--- config.mk ---
export PLATFORM = sky130hd
export DESIGN_NAME = idle_core_allocator
export DESIGN_NICKNAME = d
export VERILOG_FILES = /design/src/rtl/core/ica_pkg.sv /design/src/rtl/core/ica_ram.sv /design/src/rtl/core/ica_ctrl.sv /design/src/rtl/core/idle_core_allocator.sv
export SDC_FILE = /design/constraint.sdc
export NUM_CORES = 2
export LEC_CHECK = 0
export BUFFER_PORTS_ARGS = -buffer_cell sky130_fd_sc_hd__buf_2
export CAP_MARGIN = 5
export CORE_MARGIN = 2
export CORE_UTILIZATION = 35
export CTS_CLUSTER_DIAMETER = 200
export DETAILED_ROUTE_END_ITERATION = 6
export GPL_ROUTABILITY_DRIVEN = 0
export GPL_TIMING_DRIVEN = 0
export PLACE_DENSITY = 0.47
export REMOVE_ABC_BUFFERS = 1
export SLEW_MARGIN = 20
export SYNTH_ARGS = -nofsm -noshare
export SYNTH_HDL_FRONTEND = slang
export SYNTH_SLANG_ARGS = --single-unit
--- constraint.sdc ---
create_clock -name clk -period 16.7 [get_ports clk]
set_clock_uncertainty 0.05 [all_clocks]
set_input_delay 1.67 -clock clk [delete_from_list [all_inputs] [get_ports clk]]
set_output_delay 1.67 -clock clk [all_outputs]
set_load 0.01 [all_outputs]
--- src/rtl/core/ica_pkg.sv ---
package ica_pkg;

  localparam int MAX_CORES_DEF    = 64;
  localparam int PROC_ID_BITS_DEF = 16;
  localparam int ACTIVE_BITS      = 7;

  localparam logic [2:0] KIND_ALLOC    = 3'd0;
  localparam logic [2:0] KIND_DEALLOC  = 3'd1;
  localparam logic [2:0] KIND_TAKE_ANY = 3'd2;
  localparam logic [2:0] KIND_TAKE_ONE = 3'd3;
  localparam logic [2:0] KIND_PUT_IDLE = 3'd4;
  localparam logic [2:0] KIND_TO_HEAD  = 3'd5;
  localparam logic [2:0] KIND_SET_PROV = 3'd6;
  localparam logic [2:0] KIND_BAD      = 3'd7;

  localparam logic [1:0] ST_DONE = 2'd0;
  localparam logic [1:0] ST_NONE = 2'd1;
  localparam logic [1:0] ST_ERR  = 2'd2;

  typedef struct packed {
    logic [2:0]  kind;
    logic [5:0]  core_id;
    logic [15:0] proc_id;
  } req_t;

  typedef struct packed {
    logic [1:0] status;
    logic [5:0] granted_core;
  } rsp_t;

endpackage

--- src/rtl/core/ica_ram.sv ---
module ica_ram #(
  parameter int DEPTH = 64,
  parameter int AW    = 6,
  parameter int EW    = 47
) (
  input  logic          clk,
  input  logic          we,
  input  logic [AW-1:0] waddr,
  input  logic [EW-1:0] wdata,
  input  logic [AW-1:0] raddr,
  output logic [EW-1:0] rdata
);

  logic [EW-1:0] mem [DEPTH];

  always_ff @(posedge clk) begin
    if (we) begin
      mem[waddr] <= wdata;
    end
    rdata <= mem[raddr];
  end

endmodule

--- src/rtl/core/ica_ctrl.sv ---
module ica_ctrl
  import ica_pkg::*;
#(
  parameter int MAX_CORES    = MAX_CORES_DEF,
  parameter int PROC_ID_BITS = PROC_ID_BITS_DEF
) (
  input  logic clk,
  input  logic rst,
  input  logic go,
  input  req_t req,
  input  logic [((($clog2(MAX_CORES) + 1) > ACTIVE_BITS) ?
                 ($clog2(MAX_CORES) + 1) : ACTIVE_BITS) - 1:0] lim,
  output logic busy,
  output logic res_valid,
  output rsp_t res
);

  localparam int AW = $clog2(MAX_CORES);
  localparam int CW = AW + 1;
  localparam int LW = (CW > ACTIVE_BITS) ? CW : ACTIVE_BITS;
  localparam int PB = PROC_ID_BITS;
  localparam int EW = 1 + 2 * CW + 2 * PB;
  localparam logic [CW-1:0] NO_CORE = CW'(MAX_CORES);

  typedef struct packed {
    logic          idle;
    logic [CW-1:0] nxt;
    logic [CW-1:0] prv;
    logic [PB-1:0] owner;
    logic [PB-1:0] prov;
  } entry_t;

  typedef struct packed {
    logic          vld;
    logic [AW-1:0] addr;
    logic          is_next;
    logic [CW-1:0] val;
  } patch_t;

  typedef enum logic [8:0] {
    S_CLEAR    = 9'b000000001,
    S_IDLE     = 9'b000000010,
    S_READ     = 9'b000000100,
    S_DECIDE   = 9'b000001000,
    S_WALK_RD  = 9'b000010000,
    S_WALK_CHK = 9'b000100000,
    S_PATCH_RD = 9'b001000000,
    S_PATCH_WR = 9'b010000000,
    S_FINISH   = 9'b100000000
  } state_t;

  typedef enum logic [3:0] {
    ACT_NONE   = 4'b0001,
    ACT_SET    = 4'b0010,
    ACT_UNLINK = 4'b0100,
    ACT_TAIL   = 4'b1000
  } act_t;

  state_t state, state_next;
  logic [AW-1:0] clr;
  logic [CW-1:0] head, tail, cur, steps;
  logic [2:0] kind;
  logic [LW-1:0] cid;
  logic [PB-1:0] pid;
  patch_t pq [3];
  logic [1:0] psel;

  logic we;
  logic [AW-1:0] waddr, raddr;
  logic [EW-1:0] wdata, rdata;
  entry_t e, clr_e, self_e, patch_e;

  act_t act;
  logic to_head;
  logic [PB-1:0] owner_n, prov_n;
  logic [1:0] status_n;
  logic [CW-1:0] tgt, u_head, u_tail, head_n, tail_n;
  patch_t pn [3];
  logic found;
  logic [CW-1:0] steps_inc;
  logic [1:0] first_sel;
  logic more;

  ica_ram #(.DEPTH(MAX_CORES), .AW(AW), .EW(EW)) u_ram (
    .clk  (clk),
    .we   (we),
    .waddr(waddr),
    .wdata(wdata),
    .raddr(raddr),
    .rdata(rdata)
  );

  assign e    = entry_t'(rdata);
  assign busy = (state != S_IDLE);

  // reset image of one entry: ascending chain over cores 1 .. MAX-1
  always_comb begin
    clr_e.idle  = (clr != '0);
    clr_e.nxt   = (clr == '0) ? NO_CORE : CW'(clr) + CW'(1);
    clr_e.prv   = (CW'(clr) <= CW'(1)) ? NO_CORE : CW'(clr) - CW'(1);
    clr_e.owner = '0;
    clr_e.prov  = '0;
  end

  assign tgt       = (state == S_WALK_CHK) ? cur : cid[CW-1:0];
  assign found     = (e.prov == '0) && (LW'(cur) < lim);
  assign steps_inc = steps + CW'(1);

  // request decision on the entry just read
  always_comb begin
    act      = ACT_NONE;
    to_head  = 1'b0;
    owner_n  = e.owner;
    prov_n   = e.prov;
    status_n = ST_DONE;
    if (state == S_WALK_CHK) begin
      if (e.owner != '0) begin
        status_n = ST_ERR;
      end else begin
        act = ACT_UNLINK;
      end
    end else begin
      case (kind)
        KIND_ALLOC: begin
          if (!e.idle || e.owner == pid) begin
            status_n = ST_ERR;
          end else begin
            act     = ACT_UNLINK;
            owner_n = pid;
          end
        end
        KIND_DEALLOC: begin
          if (e.idle) begin
            status_n = ST_ERR;
          end else begin
            act     = ACT_TAIL;
            owner_n = '0;
          end
        end
        KIND_TAKE_ONE: begin
          if (!e.idle || e.prov != '0) begin
            status_n = ST_NONE;
          end else if (e.owner != '0) begin
            status_n = ST_ERR;
          end else begin
            act = ACT_UNLINK;
          end
        end
        KIND_PUT_IDLE: begin
          if (e.idle) begin
            status_n = ST_ERR;
          end else begin
            act = ACT_TAIL;
          end
        end
        KIND_TO_HEAD: begin
          if (!e.idle) begin
            status_n = ST_NONE;
          end else begin
            act     = ACT_UNLINK;
            to_head = 1'b1;
          end
        end
        KIND_SET_PROV: begin
          act    = ACT_SET;
          prov_n = pid;
        end
        default: status_n = ST_ERR;
      endcase
    end
  end

  // list edits: new self entry, neighbor patches, new head and tail
  always_comb begin
    u_head = (e.prv < NO_CORE) ? head : e.nxt;
    u_tail = (e.nxt < NO_CORE) ? tail : e.prv;
    self_e = e;
    self_e.owner = owner_n;
    self_e.prov  = prov_n;
    head_n = head;
    tail_n = tail;
    for (int i = 0; i < 3; i++) begin
      pn[i] = '0;
    end
    case (act)
      ACT_UNLINK: begin
        pn[0] = '{vld: (e.prv < NO_CORE), addr: e.prv[AW-1:0], is_next: 1'b1, val: e.nxt};
        pn[1] = '{vld: (e.nxt < NO_CORE), addr: e.nxt[AW-1:0], is_next: 1'b0, val: e.prv};
        if (to_head) begin
          self_e.idle = 1'b1;
          self_e.nxt  = u_head;
          self_e.prv  = NO_CORE;
          pn[2] = '{vld: (u_head < NO_CORE), addr: u_head[AW-1:0], is_next: 1'b0,
                    val: tgt};
          head_n = tgt;
          tail_n = (u_head < NO_CORE) ? u_tail : tgt;
        end else begin
          self_e.idle = 1'b0;
          self_e.nxt  = NO_CORE;
          self_e.prv  = NO_CORE;
          head_n = u_head;
          tail_n = u_tail;
        end
      end
      ACT_TAIL: begin
        self_e.idle = 1'b1;
        self_e.nxt  = NO_CORE;
        self_e.prv  = tail;
        pn[2] = '{vld: (tail < NO_CORE), addr: tail[AW-1:0], is_next: 1'b1, val: tgt};
        head_n = (tail < NO_CORE) ? head : tgt;
        tail_n = tgt;
      end
      default: ;
    endcase
  end

  // patch selection
  always_comb begin
    first_sel = pq[0].vld ? 2'd0 : (pq[1].vld ? 2'd1 : 2'd2);
    more = 1'b0;
    for (int i = 0; i < 3; i++) begin
      if (pq[i].vld && i != int'(psel)) begin
        more = 1'b1;
      end
    end
    patch_e = e;
    if (pq[psel].is_next) begin
      patch_e.nxt = pq[psel].val;
    end else begin
      patch_e.prv = pq[psel].val;
    end
  end

  // memory ports
  always_comb begin
    we    = 1'b0;
    waddr = clr;
    wdata = EW'(clr_e);
    raddr = cid[AW-1:0];
    case (state)
      S_CLEAR: we = 1'b1;
      S_DECIDE, S_WALK_CHK: begin
        we    = (act != ACT_NONE) && (state == S_DECIDE || found);
        waddr = tgt[AW-1:0];
        wdata = EW'(self_e);
      end
      S_WALK_RD:  raddr = cur[AW-1:0];
      S_PATCH_RD: raddr = pq[first_sel].addr;
      S_PATCH_WR: begin
        we    = 1'b1;
        waddr = pq[psel].addr;
        wdata = EW'(patch_e);
      end
      default: ;
    endcase
  end

  always_comb begin
    state_next = state;
    case (state)
      S_CLEAR: begin
        if (clr == AW'(MAX_CORES - 1)) begin
          state_next = S_IDLE;
        end
      end
      S_IDLE: begin
        if (go) begin
          if (req.kind == KIND_TAKE_ANY) begin
            state_next = (head < NO_CORE) ? S_WALK_RD : S_FINISH;
          end else if (req.kind == KIND_BAD || LW'(req.core_id) >= lim) begin
            state_next = S_FINISH;
          end else begin
            state_next = S_READ;
          end
        end
      end
      S_READ:  state_next = S_DECIDE;
      S_DECIDE: begin
        state_next = (pn[0].vld || pn[1].vld || pn[2].vld) ? S_PATCH_RD : S_FINISH;
      end
      S_WALK_RD: state_next = S_WALK_CHK;
      S_WALK_CHK: begin
        if (found) begin
          state_next = (pn[0].vld || pn[1].vld || pn[2].vld) ? S_PATCH_RD : S_FINISH;
        end else if (e.nxt >= NO_CORE || steps_inc >= NO_CORE) begin
          state_next = S_FINISH;
        end else begin
          state_next = S_WALK_RD;
        end
      end
      S_PATCH_RD: state_next = S_PATCH_WR;
      S_PATCH_WR: state_next = more ? S_PATCH_RD : S_FINISH;
      S_FINISH:   state_next = S_IDLE;
      default:    state_next = S_IDLE;
    endcase
  end

  always_ff @(posedge clk) begin
    if (rst) begin
      state <= S_CLEAR;
      clr   <= '0;
      head  <= CW'(1);
      tail  <= CW'(MAX_CORES - 1);
      for (int i = 0; i < 3; i++) begin
        pq[i].vld <= 1'b0;
      end
    end else begin
      state <= state_next;
      case (state)
        S_CLEAR: clr <= clr + AW'(1);
        S_IDLE: begin
          if (go) begin
            kind  <= req.kind;
            cid   <= LW'(req.core_id);
            pid   <= PB'(req.proc_id);
            cur   <= head;
            steps <= '0;
            if (req.kind == KIND_TAKE_ANY) begin
              res <= '{status: ST_NONE, granted_core: 6'd0};
            end else if (req.kind == KIND_BAD || LW'(req.core_id) >= lim) begin
              res <= '{status: ST_ERR, granted_core: req.core_id};
            end else begin
              res.granted_core <= req.core_id;
            end
          end
        end
        S_DECIDE: begin
          res.status <= status_n;
          head <= head_n;
          tail <= tail_n;
          for (int i = 0; i < 3; i++) begin
            pq[i] <= pn[i];
          end
        end
        S_WALK_CHK: begin
          if (found) begin
            res <= '{status: status_n, granted_core: 6'(LW'(cur))};
            head <= head_n;
            tail <= tail_n;
            for (int i = 0; i < 3; i++) begin
              pq[i] <= pn[i];
            end
          end else begin
            cur   <= e.nxt;
            steps <= steps_inc;
          end
        end
        S_PATCH_RD: psel <= first_sel;
        S_PATCH_WR: pq[psel].vld <= 1'b0;
        default: ;
      endcase
    end
  end

  assign res_valid = (state == S_FINISH);

endmodule

--- src/rtl/core/idle_core_allocator.sv ---
// Channel   Signals                 Handshake
// request   req (kind/core/proc)    transfer when start & !busy
// response  rsp (status/granted)    one-cycle done strobe, no backpressure
// config    cfg_wdata (active)      transfer when cfg_we, write only
//
// One request at a time. A named-core request reads its entry, decides,
// then reads and writes each neighbor patch (up to 3 patches); range
// errors, an unknown kind and a take-any on an empty list go straight to
// finish. Take-any walks the idle list through the entry RAM read port,
// one read and one check per visited entry, at most MAX_CORES entries.
// After reset a clearing pass over the MAX_CORES entries rebuilds the
// chain; busy stays high meanwhile. Response appears the cycle after finish.
module idle_core_allocator
  import ica_pkg::*;
#(
  parameter int MAX_CORES    = MAX_CORES_DEF,
  parameter int PROC_ID_BITS = PROC_ID_BITS_DEF
) (
  input  logic       clk,
  input  logic       rst,
  input  logic       start,
  output logic       busy,
  input  req_t       req,
  output logic       done,
  output rsp_t       rsp,
  input  logic       cfg_we,
  input  logic [6:0] cfg_wdata
);

  localparam int CW = $clog2(MAX_CORES) + 1;
  localparam int LW = (CW > ACTIVE_BITS) ? CW : ACTIVE_BITS;

  // active core count, reset to the full population
  logic [LW-1:0] active;
  logic [LW-1:0] lim;
  logic          res_valid;
  rsp_t          res;

  assign lim = (active < LW'(MAX_CORES)) ? active : LW'(MAX_CORES);

  always_ff @(posedge clk) begin
    if (rst) begin
      active <= LW'(MAX_CORES);
    end else if (cfg_we) begin
      active <= LW'(cfg_wdata);
    end
  end

  ica_ctrl #(.MAX_CORES(MAX_CORES), .PROC_ID_BITS(PROC_ID_BITS)) u_ctrl (
    .clk      (clk),
    .rst      (rst),
    .go       (start && !busy),
    .req      (req),
    .lim      (lim),
    .busy     (busy),
    .res_valid(res_valid),
    .res      (res)
  );

  // response register: one strobe per transfer
  always_ff @(posedge clk) begin
    if (rst) begin
      done <= 1'b0;
    end else begin
      done <= res_valid;
    end
    rsp <= res;
  end

  a_busy_after_start: assert property (@(posedge clk) disable iff (rst)
    (start && !busy) |=> busy) else $error("accepted request did not raise busy");

  a_done_from_work: assert property (@(posedge clk) disable iff (rst)
    done |-> $past(busy)) else $error("response without work in flight");

  a_status_code: assert property (@(posedge clk) disable iff (rst)
    done |-> (rsp.status == ST_DONE || rsp.status == ST_NONE || rsp.status == ST_ERR))
    else $error("bad status code");

endmodule

==> impl_metrics.env <==
export IMPL_max_slew_worst_pin_slew_ns=1.17
export IMPL_placement_rows=219
export IMPL_ys_dominant_reg_cell="sky130_fd_sc_hd__edfxtp_1"
export IMPL_timing_hold_worst_class="reg2reg"
export IMPL_grt_setup_unrepaired="false"
export IMPL_route_antenna_remaining_nets=0
export IMPL_firstDrtPassIters=6
export IMPL_grt_antenna_before_repair=11
export IMPL_grt_total_usage=0.230
export IMPL_synth_common_cells="sky130_fd_sc_hd__edfxtp_1 (3086), sky130_fd_sc_hd__nand2_1 (1972), sky130_fd_sc_hd__mux2i_1 (596)"
export IMPL_final_min_clock_period_ns=6.40
export IMPL_clk_path_buf_depth=4
export IMPL_r2r_start="u_ctrl.state[3]$_SDFFE_PP0P_"
export IMPL_synthDominantAreaCellType="sky130_fd_sc_hd__edfxtp_1"
export IMPL_leakage_dissipation_nw=51.4
export IMPL_cts_root_buffer_cell="sky130_fd_sc_hd__clkbuf_16"
export IMPL_post_drt_via_cell_ratio=5.49
export IMPL_crit_required_ns=17.44
export IMPL_crit_path_capture_type="flop"
export IMPL_avgSynthCellArea_um2=14.4
export IMPL_netlist_area_mm2=0.125
export IMPL_synthesis_instances=8675
export IMPL_numCtsBuffers=341
export IMPL_max_vdd_ir_drop_uv=80.5
export IMPL_synth_edff_count=3086
export IMPL_yosys_cell_types_count=76
export IMPL_reg2reg_slack_ns=10.30
export IMPL_cts_htree_levels=5
export IMPL_reg2reg_to="u_ctrl.u_ram.rdata[18]$_DFF_P_"
export IMPL_worstSetupStartpointType="flop"
export IMPL_slew_headroom=0.219
export IMPL_worst_path_largest_cell_delay_ns=0.64
export IMPL_synth_seq_cells=3183
export IMPL_grt_overflow_total=0
export IMPL_run_status="finished clean"
export IMPL_synth_area_leaders="sky130_fd_sc_hd__edfxtp_1 (74%), sky130_fd_sc_hd__nand2_1 (5.9%), sky130_fd_sc_hd__mux2i_1 (4.8%)"
export IMPL_number_of_drc_violations_after_detailed_routing_iteration_0=9668
export IMPL_worstHoldPathCells=0
export IMPL_postSynth_asyncResetShare=0
export IMPL_layout_drive_gt1_share=0.177
export IMPL_overall_power_w=0.0171
export IMPL_critical_path_cell_chain="or3_1 > o41ai_1 > o211a_4 > buf_12 > buf_12 > buf_16 > buf_12 > buf_12 > buf_16 > buf_16 > buf_16 > mux2i_1 > o22ai_1 > o21ai_0 > nand4_1 > or4_1"
export IMPL_fmax_ghz=0.156
export IMPL_via_count=80300
export IMPL_first_global_vias=76000
export IMPL_routed_wire_per_std_cell_um=29.3
export IMPL_dp_final_hpwl_um=307000
export IMPL_dieArea_mm2=0.361
export IMPL_powerDensity_mw_per_mm2=113
export IMPL_top_level_ports=46
export IMPL_final_hold_vio_count=0
export IMPL_crit_path_max_fanout=52
export IMPL_yosysTopAreaCellShare=0.742
export IMPL_final_period_utilization=0.383
export IMPL_synth_warnings=0
export IMPL_slew_viol_final=0
export IMPL_clock_pin_slew_on_the_worst_setup_and_hold_paths_ns=0.06
export IMPL_tritoncts_clock_tree="yes"
export IMPL_timing_reg2reg_worst_path_depth=16
export IMPL_grt_start_max_net_pins=65
export IMPL_core_area_mm2=0.355
export IMPL_synth_seq_area_share=0.758
export IMPL_hold_end="rsp[1]$_DFF_P_"
export IMPL_dieWidth_um=601
export IMPL_ctsHoldBuffers=0
export IMPL_port_buffers=45
export IMPL_insertion_delay_of_the_later_clocked_pin_in_the_worst_skew_pair_ns=0.94
export IMPL_yosysMostFrequentCell="sky130_fd_sc_hd__edfxtp_1"
export IMPL_syn2layout_area_growth_pct=21.4
export IMPL_hold_start="u_ctrl.res[1]$_DFFE_PP_"
export IMPL_max_cap_viol_count=0
export IMPL_postCtsResizedCells=0
export IMPL_nets=9630
export IMPL_worstSetupPathType="reg2reg"
export IMPL_number_of_sinks_on_the_clock_net=3183
export IMPL_drt_total_wl_um=428000
export IMPL_detail_route_drc_violations=0
export IMPL_grt_first_pass_wirelength_um=593000
export IMPL_critical_path_slowest_cell="sky130_fd_sc_hd__o211a_4"
export IMPL_setup_violations=0
export IMPL_fp_dieH_um=601
export IMPL_postLayoutCoreUtil=0.426
export IMPL_initial_utilization=0.351
export IMPL_critical_path_arrival_ns=7.14
export IMPL_buffers_inserted_during_post_cts_setup_optimization=0
-- cell usage in the layout, fill, tap and decap left out, types with 51 or more instances in the layout --
cell,netlist,final
sky130_fd_sc_hd__buf_16,0,82
sky130_fd_sc_hd__clkbuf_1,252,106
sky130_fd_sc_hd__nor2_1,150,137
sky130_fd_sc_hd__a31oi_1,195,195
sky130_fd_sc_hd__buf_12,0,100
sky130_fd_sc_hd__clkinv_2,0,51
sky130_fd_sc_hd__dfxtp_1,97,96
sky130_fd_sc_hd__clkbuf_16,0,348
sky130_fd_sc_hd__clkinv_1,0,53
sky130_fd_sc_hd__nand4_1,120,120
sky130_fd_sc_hd__a21oi_1,366,363
sky130_fd_sc_hd__nand3_1,437,434
sky130_fd_sc_hd__mux2i_1,596,596
sky130_fd_sc_hd__a32oi_1,75,75
sky130_fd_sc_hd__nand2_1,1972,1961
sky130_fd_sc_hd__nor3_2,0,71
sky130_fd_sc_hd__and3_1,71,70
sky130_fd_sc_hd__buf_6,8,131
sky130_fd_sc_hd__nor4_1,59,54
sky130_fd_sc_hd__o21ai_0,131,125
sky130_fd_sc_hd__buf_4,24,722
sky130_fd_sc_hd__edfxtp_1,3086,3086
sky130_fd_sc_hd__o22ai_1,216,216
-- through the flow --
step / instances / setup TNS [ns] / hold slack (ns) / cell area [um2] / worst slack, ns
finish: 14600 / 0 / 0.288 / 152000 / 10.30
global route: 14600 / 0 / 0.301 / 152000 / 9.94
CTS: 14600 / 0 / 0.289 / 152000 / 10.07
detailed placement: 14000 / 0 / 0.277 / 141000 / 10.13
global placement: 12900 / - / 0.278 / 129000 / -68.43
floorplan: 8140 / -853.67 / 0.273 / 122000 / -21.96
-- where the power goes --
group          switching (W)  total, W  internal, W
combinational       0.000520  0.000714     0.000193
sequential         0.0000382   0.00904      0.00900
clock                0.00314   0.00736      0.00421
total                0.00370    0.0171       0.0134
-- final cells by class --
| cell class | count | area [um2] |
|---|---|---|
| clock buffer | 471 | 9340 |
| multi-input combinational | 4944 | 28600 |
| timing repair buffer | 1095 | 11600 |
| antenna | 4 | 10.0 |
| inverter | 13 | 48.8 |
| tap | 4751 | 5940 |
| clock inverter | 154 | 1380 |
| fill | 32000 | 204000 |
| sequential | 3183 | 94600 |
-- worst max-delay path, delay by kind of cell (launching register included) --
family / cells / cell delay (ns)
compound gates: 4 / 1.71
mux: 1 / 0.23
flops: 1 / 0.38
simple gates: 3 / 1.38
buf+inv: 8 / 2.27
-- worst max-delay path by stage --
stage               slack [ns]                          start                                 end  depth (start not counted)
floorplan               -21.96   u_ctrl.state[8]$_SDFFE_PP0P_      u_ctrl.u_ram.rdata[15]$_DFF_P_                          8
global placement        -68.43   u_ctrl.state[8]$_SDFFE_PP0P_       u_ctrl.u_ram.rdata[5]$_DFF_P_                          8
detailed placement       10.13  u_ctrl.u_ram.rdata[9]$_DFF_P_  u_ctrl.u_ram.mem[41][15]$_DFFE_PP_                         18
CTS                      10.07  u_ctrl.u_ram.rdata[9]$_DFF_P_  u_ctrl.u_ram.mem[41][31]$_DFFE_PP_                         18
global route              9.94   u_ctrl.state[8]$_SDFFE_PP0P_      u_ctrl.u_ram.rdata[11]$_DFF_P_                         16
finish                   10.30   u_ctrl.state[3]$_SDFFE_PP0P_      u_ctrl.u_ram.rdata[18]$_DFF_P_                         16
-- flip-flops by register name (all words and copies together) (netlist names), 7 cells and up, named ones only --
signal and cells:
u_ctrl.steps 7, u_ctrl.u_ram.mem 3008, active 7, u_ctrl.res 8, u_ctrl.pid 16, rsp 8, u_ctrl.u_ram.rdata 47, u_ctrl.cur 7
u_ctrl.head 7, u_ctrl.state 9, u_ctrl.tail 7, u_ctrl.pq 32
-- metal layers --
| metal | vias to the layer above | wire (um) | track usage |
|---|---|---|---|
| met1 | 41400 | 186000 | 0.327 |
| met4 | 0 | 15100 | 0.0773 |
| li1 | 34800 | - | - |
| met5 | - | 0 | 0 |
| met3 | 674 | 31200 | 0.0339 |
| met2 | 3449 | 196000 | 0.359 |
-- kinds of logic (layout without fill, tap and decap cells) --
group	Yosys count	count (layout)	share of synthesized area
DFF	3183	3183	0.758
and+or+nand+nor	3034	3034	0.105
AOI/OAI and AO/OA	1252	1252	0.0643
muxes	608	608	0.0491
buffers and inverters	548	1733	0.0196
xor gates and xnor gates	33	33	0.00232
adders and majority gates	16	16	0.00160
other	1	5	0.0000300
Power figures use the tool's default switching activity.
